--- config.mk ---
export PLATFORM = sky130hd
export DESIGN_NAME = rfc_frame_state
export DESIGN_NICKNAME = d
export VERILOG_FILES = /design/src/hw/rtl/rfc_pkg.sv /design/src/hw/rtl/rfc_crc_byte.sv /design/src/hw/rtl/rfc_frame_state.sv
export SDC_FILE = /design/constraint.sdc
export NUM_CORES = 1
export LEC_CHECK = 0
export ABC_CLOCK_PERIOD_IN_PS = 3210
export BUFFER_PORTS_ARGS = -buffer_cell sky130_fd_sc_hd__clkbuf_2
export CORE_MARGIN = 2
export CORE_UTILIZATION = 54
export DETAILED_ROUTE_END_ITERATION = 10
export PLACE_DENSITY = 0.74
export SETUP_SLACK_MARGIN = 0.1
export SLEW_MARGIN = 20
export SYNTH_ARGS = -nofsm -noshare
export SYNTH_HDL_FRONTEND = slang
export SYNTH_SLANG_ARGS = --single-unit
--- constraint.sdc ---
create_clock -name clk -period 3.21 [get_ports clk]
set_input_delay 0.4815 -clock clk [delete_from_list [all_inputs] [get_ports clk]]
set_output_delay 0.4815 -clock clk [all_outputs]
set_load 0.03 [all_outputs]
--- src/hw/rtl/rfc_pkg.sv ---
// shared types and constants for the rtu frame checker
package rfc_pkg;

	// frame limits
	localparam int unsigned MinFrame      = 4;
	localparam int unsigned CountCap      = 256;
	localparam int unsigned MaxFrameDflt  = 256;
	localparam int unsigned CountW        = 9;

	// crc-16/modbus
	localparam logic [15:0] CrcInit = 16'hFFFF;
	localparam logic [15:0] CrcPoly = 16'hA001;

	// result status codes
	typedef enum logic [1:0] {
		ST_OK    = 2'd0,
		ST_SHORT = 2'd1,
		ST_LONG  = 2'd2,
		ST_CRC   = 2'd3
	} status_t;

	// one received byte
	typedef struct packed {
		logic [7:0] data_byte;
		logic       last_byte;
	} rx_beat_t;

	// one frame verdict
	typedef struct packed {
		status_t    status;
		logic [7:0] station_address;
		logic [7:0] pdu_length;
	} res_beat_t;

endpackage

--- src/hw/rtl/rfc_crc_byte.sv ---
// byte-wise crc-16/modbus update, reflected, eight shift steps
module rfc_crc_byte (
	input  logic [15:0] crc_in,
	input  logic [7:0]  data,
	output logic [15:0] crc_out
);

	// xor byte in, then shift out eight bits
	always_comb begin
		logic [15:0] c;
		c = crc_in ^ {8'h00, data};
		for (int k = 0; k < 8; k++) begin
			if (c[0]) begin
				c = (c >> 1) ^ rfc_pkg::CrcPoly;
			end else begin
				c = c >> 1;
			end
		end
		crc_out = c;
	end

endmodule

--- src/hw/rtl/rfc_frame_state.sv ---
// per-frame state: byte count, address, delay line, crc and verdict
module rfc_frame_state #(
	parameter int unsigned MAX_FRAME = rfc_pkg::MaxFrameDflt
) (
	input  logic                clk,
	input  logic                arst_n,
	input  logic                advance,
	input  rfc_pkg::rx_beat_t   beat,
	output rfc_pkg::res_beat_t  res
);

	localparam logic [rfc_pkg::CountW-1:0] Cap =
		rfc_pkg::CountW'(rfc_pkg::CountCap);
	localparam logic [rfc_pkg::CountW-1:0] MinN =
		rfc_pkg::CountW'(rfc_pkg::MinFrame);
	localparam logic [rfc_pkg::CountW-1:0] MaxN =
		rfc_pkg::CountW'(MAX_FRAME);

	logic [15:0]                crc_q;
	logic [rfc_pkg::CountW-1:0] count_q;
	logic [7:0]                 d0_q;
	logic [7:0]                 d1_q;
	logic [7:0]                 first_q;

	logic [15:0]                crc_fed;
	logic [15:0]                crc_next;
	logic [rfc_pkg::CountW-1:0] count_next;
	logic [7:0]                 first_next;
	logic [15:0]                rx_crc;
	rfc_pkg::status_t           status;

	// crc over the byte leaving the delay line
	rfc_crc_byte u_crc (
		.crc_in  (crc_q),
		.data    (d1_q),
		.crc_out (crc_fed)
	);

	// next-state values for this byte
	always_comb begin
		crc_next   = (count_q >= rfc_pkg::CountW'(2)) ? crc_fed : crc_q;
		first_next = (count_q == '0) ? beat.data_byte : first_q;
		count_next = (count_q < Cap) ? count_q + rfc_pkg::CountW'(1) : Cap;
		rx_crc     = {beat.data_byte, d0_q};
	end

	// verdict, checks in priority order
	always_comb begin
		if (count_next < MinN) begin
			status = rfc_pkg::ST_SHORT;
		end else if (count_next >= MaxN) begin
			status = rfc_pkg::ST_LONG;
		end else if (crc_next != rx_crc) begin
			status = rfc_pkg::ST_CRC;
		end else begin
			status = rfc_pkg::ST_OK;
		end
		res.status = status;
		if (status == rfc_pkg::ST_OK) begin
			res.station_address = first_next;
			res.pdu_length      = 8'(count_next - rfc_pkg::CountW'(3));
		end else begin
			res.station_address = '0;
			res.pdu_length      = '0;
		end
	end

	// state update, cleared after the final byte
	always_ff @(posedge clk or negedge arst_n) begin
		if (!arst_n) begin
			crc_q   <= rfc_pkg::CrcInit;
			count_q <= '0;
			d0_q    <= '0;
			d1_q    <= '0;
			first_q <= '0;
		end else if (advance) begin
			if (beat.last_byte) begin
				crc_q   <= rfc_pkg::CrcInit;
				count_q <= '0;
				d0_q    <= '0;
				d1_q    <= '0;
				first_q <= '0;
			end else begin
				crc_q   <= crc_next;
				count_q <= count_next;
				d0_q    <= beat.data_byte;
				d1_q    <= d0_q;
				first_q <= first_next;
			end
		end
	end

endmodule

==> out/qor.txt, run 1 <==
IO Pins -> 30
setup TNS -> -4.24 ns
critical path launch point type -> flip-flop
Slew headroom -> 44.9%
largest net degree at the start of global routing -> 50
clk_skew -> 0.00895 ns
Avg Inst Size Synth -> 9.58 sq um
drt pass-1 iters -> 4
EDFF count, synth -> 0
dominant synthesized flop cell -> dfrtp_1
CTS Buffer Depth -> 2
hold crit path type -> primary input to async pin
WP data required -> 2.73 ns
final hold vios -> 0
drt initial violations -> 159
GR Util All Layers -> 24.9%
area delta synth->final -> 26.6%
die area -> 7080 sq um
initial core utilization -> 55.3%
final non-filler cell total -> 494
FFs w/ async S/R, synth -> 100%
I/O Buffers -> 29
part of the Yosys area used for sequential elements -> 35.9%
clock-pin slew on the worst setup and hold paths -> 0.09 ns
DR WL/cell -> 17.1 um
total gr overflow -> 0
Post-Synthesis Cell Area -> 3470 sq um
PwrDens -> 771 nW/um^2
Final Wtd Congestion -> 0.859
clock sink total -> 49
Vias/cell -> 5.90
via count -> 2913
Least-Margin Pin Slew -> 0.826 ns
layout cells sized above 1 -> 31.4%
Die Span Y -> 84.2 um
max cap viols -> 0
Clk Latency, worst-skew pair -> 0.30 ns
Filler cells -> 483
Final WS setup -> -0.304 ns
Die X -> 84.2 um
outcome -> finished, violations left
Reg2Reg Setup Slack -> 0.56 ns
Synth Register Bits -> 49
CP max stage delay -> 0.56 ns
Min Clock Period, post-route -> 3.51 ns
antenna violations before repair -> 0
TritonCTS buffer count -> 5
CP max stage cell -> dfstp_2
Final period util -> 109%
cells along the critical path -> xnor2_2 -> xnor3_2 -> xnor3_1 -> o21ai_1 -> nand4_1 -> nor4_4 -> nand3_4 -> buf_12 -> nor3_4 -> clkbuf_8
CP Class -> flip-flop to output port
RSZ-0062 raised after global routing -> yes
crit path capture type -> output port
number of diodes -> 0
worst r2r path cells -> 7
Synthesis Warnings -> 0
Post-CTS Hold Fix Bufs -> 0
unique cell type count in the Yosys netlist -> 41
Critical Path AT -> 3.03 ns
Placed Cells -> 478
CTS H-tree lvls -> 2
Critical Path Fanout Max -> 8
Gate Count Post-Synth -> 362
Residual DRC -> 0
Core Rows -> 29
Leak -> 0.00183 uW
CTS root buffer -> clkbuf_8
Max Fclk -> 285 MHz
VDD IR max -> 0.544 mV
vias in the first global route -> 2953
post-route ant nets -> 0
# nets final -> 432
final WL -> 8470 um
Mapped Nets -> 378
failing checks -> negative setup slack
Final Max Slew Viols -> 0
CTS tree -> built
Core Area -> 6280 sq um
global-route wire length before repair -> 14200 um
Setup-failing EPs final -> 18
HPWL after DPL -> 5910 um
stage by stage:
step	hold slack, ns	total power (uW)	instance area [sq um]	util, %	worst slack, ns
after floorplan	0.186	2320	3640	-	0.0289
after global placement	0.488	2760	4030	64.1	0.0280
after detailed placement	0.498	2800	4030	64.1	-0.00778
after global routing	0.342	3590	4390	70.0	-0.454
final	0.284	3390	4390	70.0	-0.304
after CTS	0.297	3370	4370	69.6	-0.267
cells in the mapped netlist, drive strengths merged (8+ instances only):
master   number  area, sq um
dfstp        16          420
nor3         21          145
clkbuf       18         67.6
mux2i        18          180
nand2        21         78.8
xor2         20          198
o2bb2ai      11         96.3
o22a         24          210
nor2         33          124
o31ai         8         60.1
nand3        10         60.1
xnor2        31          272
dfrtp        33          826
inv          19         71.3
o21ai        13         65.1
a21oi         8         40.0
a22oi         9         67.6
cells in the final DEF, fill, tap and decap left out, types with 8 or more instances in the layout:
master	n
clkbuf_8	14
o2bb2ai_1	11
nor3_4	9
mux2i_1	16
o21ai_0	12
nand3_1	8
nor3_1	8
a21oi_1	8
inv_1	19
a22oi_1	9
xor2_1	17
clkbuf_2	11
o22a_1	24
buf_4	39
dfrtp_1	33
xnor2_1	26
o31ai_1	8
dfstp_2	16
nand2_1	20
nor2_1	29
state kept, by name, indices dropped and copies added (netlist names):
signal   count
crc_q       16
count_q      9
d0_q         8
d1_q         8
first_q      8
power by group:
part | internal, uW | switching, uW | total [uW]
clock | 232 | 206 | 437
sequential | 796 | 147 | 943
combinational | 1070 | 942 | 2010
total | 2090 | 1290 | 3390
worst paths after layout:
check / to / start
min: count_q[5] / arst_n
min in group clk: d0_q[2] / beat[3]
max: res[0] / crc_q[2]
min reg2reg: d1_q[7] / d1_q[7]
max in group asynchronous: d1_q[4] / arst_n
max reg2reg: first_q[3] / count_q[6]
worst max-delay path: cells and delay by family (launching register included):
| kind | cells | cell delay [ns] |
|---|---|---|
| DFF | 1 | 0.56 |
| AOI/OAI and AO/OA | 1 | 0.13 |
| xor gates and xnor gates | 3 | 0.88 |
| and+or+nand+nor | 4 | 0.79 |
| buffers and inverters | 2 | 0.36 |
repair_timing:
item,in CTS,in global routing
buffers inserted,7,1
setup endpoints to repair,18,18
pin swaps,8,3
resized for setup,43,7
cells by family (layout without fill, tap and decap cells):
kind of cell             Yosys count  count (layout)  share of synthesized area [%]
AND/OR/NAND/NOR                  107             107                           16.8
AO/OA/AOI/OAI                     84              84                           18.3
XOR/XNOR                          56              56                           16.8
flip-flops                        49              49                           35.9
buffers and inverters             44              99                           5.48
multiplexers                      18              18                           5.19
adder cells (fa/ha/maj)            4               4                           1.44
layer usage:
| metal | track usage (%) | routed length (um) | part of all wire [%] |
|---|---|---|---|
| met1 | 32.2 | 3500 | 41 |
| met5 | 0 | 0 | 0 |
| met2 | 43.6 | 4430 | 52 |
| met3 | 3.15 | 398 | 4.7 |
| met4 | 7.92 | 129 | 1.5 |
area by class of cell:
class                   instances  area, sq um  area share [%]
inverters                      19         71.3            1.62
clock buffers                   6         72.6            1.65
clock inverters                 2         35.0           0.797
well taps                      77         96.3            2.19
multi-input cells             269         2250            51.2
flip-flops and latches         49         1250            28.4
repair buffers                 72          623            14.2
Note: power is estimated with default switching activity, not from simulation.
==> run 2, diff against run 1 <==
==> constraint.sdc (replaced) <==
create_clock -name clk -period 3.21 [get_ports clk]
set_input_delay 0.321 -clock clk [delete_from_list [all_inputs] [get_ports clk]]
set_output_delay 0.321 -clock clk [all_outputs]
set_load 0.03 [all_outputs]
==> out/qor.txt, run 2 (synthesis gave the netlist of run 1 again) <==
HPWL after DPL -> 5820 um
# nets final -> 431
post-route ant nets -> 0
Critical R2R Capture -> first_q[1]
Filler cells -> 412
Slew headroom -> 41.0%
via count -> 2998
antenna violations before repair -> 0
Min Clock Period, post-route -> 3.51 ns
largest net degree at the start of global routing -> 43
clock sink total -> 49
IO Pins -> 30
critical path launch point type -> flip-flop
Final Wtd Congestion -> 0.891
layout cells sized above 1 -> 33.2%
Critical Path Fanout Max -> 4
CTS root buffer -> clkbuf_8
worst r2r path cells -> 6
area of the multi-input gates -> 2340 sq um
area delta synth->final -> 32.0%
total gr overflow -> 0
failing checks -> negative setup slack
Core Rows -> 29
Die Span Y -> 84.2 um
hold crit path type -> primary input to flip-flop
WP data required -> 2.89 ns
Biggest register -> crc_q
crit path from -> crc_q[5]
initial core utilization -> 55.3%
Vias/cell -> 6.08
drt initial violations -> 210
Residual DRC -> 0
DR WL/cell -> 19.6 um
crit path to -> res[7]
VDD IR max -> 0.645 mV
Regs by FF count -> crc_q x16, count_q x9
TritonCTS buffer count -> 5
final hold vios -> 0
Leak -> 0.00188 uW
max cap viols -> 0
RSZ-0062 raised after global routing -> yes
drt pass-1 iters -> 5
commonest non-fill, non-tap cell in the layout -> buf_4
crit path capture type -> output port
final WL -> 9640 um
Final WS setup -> -0.300 ns
PwrDens -> 819 nW/um^2
CTS Buffer Depth -> 2
clock-pin slew on the worst setup and hold paths -> 0.09 ns
Final Max Slew Viols -> 0
vias in the first global route -> 2959
I/O Buffers -> 29
outcome -> finished, violations left
CTS tree -> built
max FFs per register -> 16
clk_skew -> 0.00857 ns
Reg2Reg Setup Slack -> 0.55 ns
GR Util All Layers -> 26.8%
Clk Latency, worst-skew pair -> 0.31 ns
Core Area -> 6280 sq um
Die X -> 84.2 um
post-route core utilization -> 73.0%
Hold Slack -> 0.328 ns
most frequent cells in the layout -> 36 x buf_4, 33 x dfrtp_1, 29 x nor2_1, 25 x xnor2_1, 24 x o22a_1
Area after DPL -> 3830 sq um
Critical Path AT -> 3.19 ns
global-route wire length before repair -> 15000 um
post-route cell area -> 4580 sq um
r2r startpoint -> count_q[5]
Least-Margin Pin Slew -> 0.885 ns
register area -> 1250 sq um
CP Class -> flip-flop to output port
pre-CTS setup slack -> -0.0847 ns
Max Fclk -> 285 MHz
die area -> 7080 sq um
Final period util -> 109%
Setup-failing EPs final -> 18
CTS H-tree lvls -> 2
number of diodes -> 0
## run 2: changes by cell type in the layout (fill, tap and decap cells not counted), sizes merged
cell / change
clkbuf: -4
buf: +1
bufinv: +1
dlygate4sd3: +1
## run 2: through the flow
step           TNS [ns]  total power (uW)  instances
3_5_place_dp     -0.301              2620        464
6_report          -4.38              3750        493
3_3_place_gp          0              2580        464
5_1_grt           -7.26              3940        493
2_1_floorplan    -0.516              2270        362
4_1_cts           -3.55              3420        484
## run 2: worst max-delay path: stages, from the launching register on
cell and delay (ns):
dfstp_2 0.58, xnor2_2 0.15, buf_4 0.18, xnor2_4 0.12
xnor3_1 0.44, o21ai_1 0.17, nand4_1 0.21, nor4_4 0.31
buf_4 0.21, nand2_4 0.06, a2111oi_4 0.20, clkbuf_8 0.22
## run 2: how the worst min path moves through the flow
stage | slack (ns) | depth (start not counted) | to | startpoint
finish | 0.33 | 3 | d0_q[4] | beat[5]
global route | 0.33 | 3 | d0_q[5] | beat[6]
CTS | 0.34 | 3 | d0_q[4] | beat[5]
detailed placement | 0.31 | 1 | d0_q[6] | arst_n
global placement | 0.31 | 1 | d1_q[6] | arst_n
floorplan | 0.03 | 0 | count_q[0] | arst_n
## run 2: routing by layer
metal	wire, um	vias up	track usage (%)
li1	-	1394	-
met1	4000	1499	36.2
met2	4910	81	44.1
met3	409	24	3.64
met4	328	0	10.4
met5	0	-	0
## run 2: timing repair
| item | 4_1_cts | 5_1_grt |
|---|---|---|
| pin swaps | 26 | 11 |
| endpoints found under the setup margin | 18 | 18 |
| gates cloned | 1 | 1 |
| endpoints found under the hold margin | 14 | 0 |
| resized for setup | 60 | 29 |
| setup buffers | 10 | 8 |
| hold buffers | 1 | 0 |
## run 2: area by class of cell
cell class / count / area share (%)
flip-flops and latches: 49 / 27.2
clock inverters: 3 / 1.42
clock buffers: 5 / 1.50
well taps: 77 / 2.10
inverters: 19 / 1.56
repair buffers: 71 / 15.1
multi-input cells: 269 / 51.1
## run 2: power by group
group	total [uW]	leakage, uW	switching, uW	internal [uW]
Combinational	2270	0.00120	1080	1190
Sequential	957	0.000610	160	797
Clock	524	0.0000681	214	309
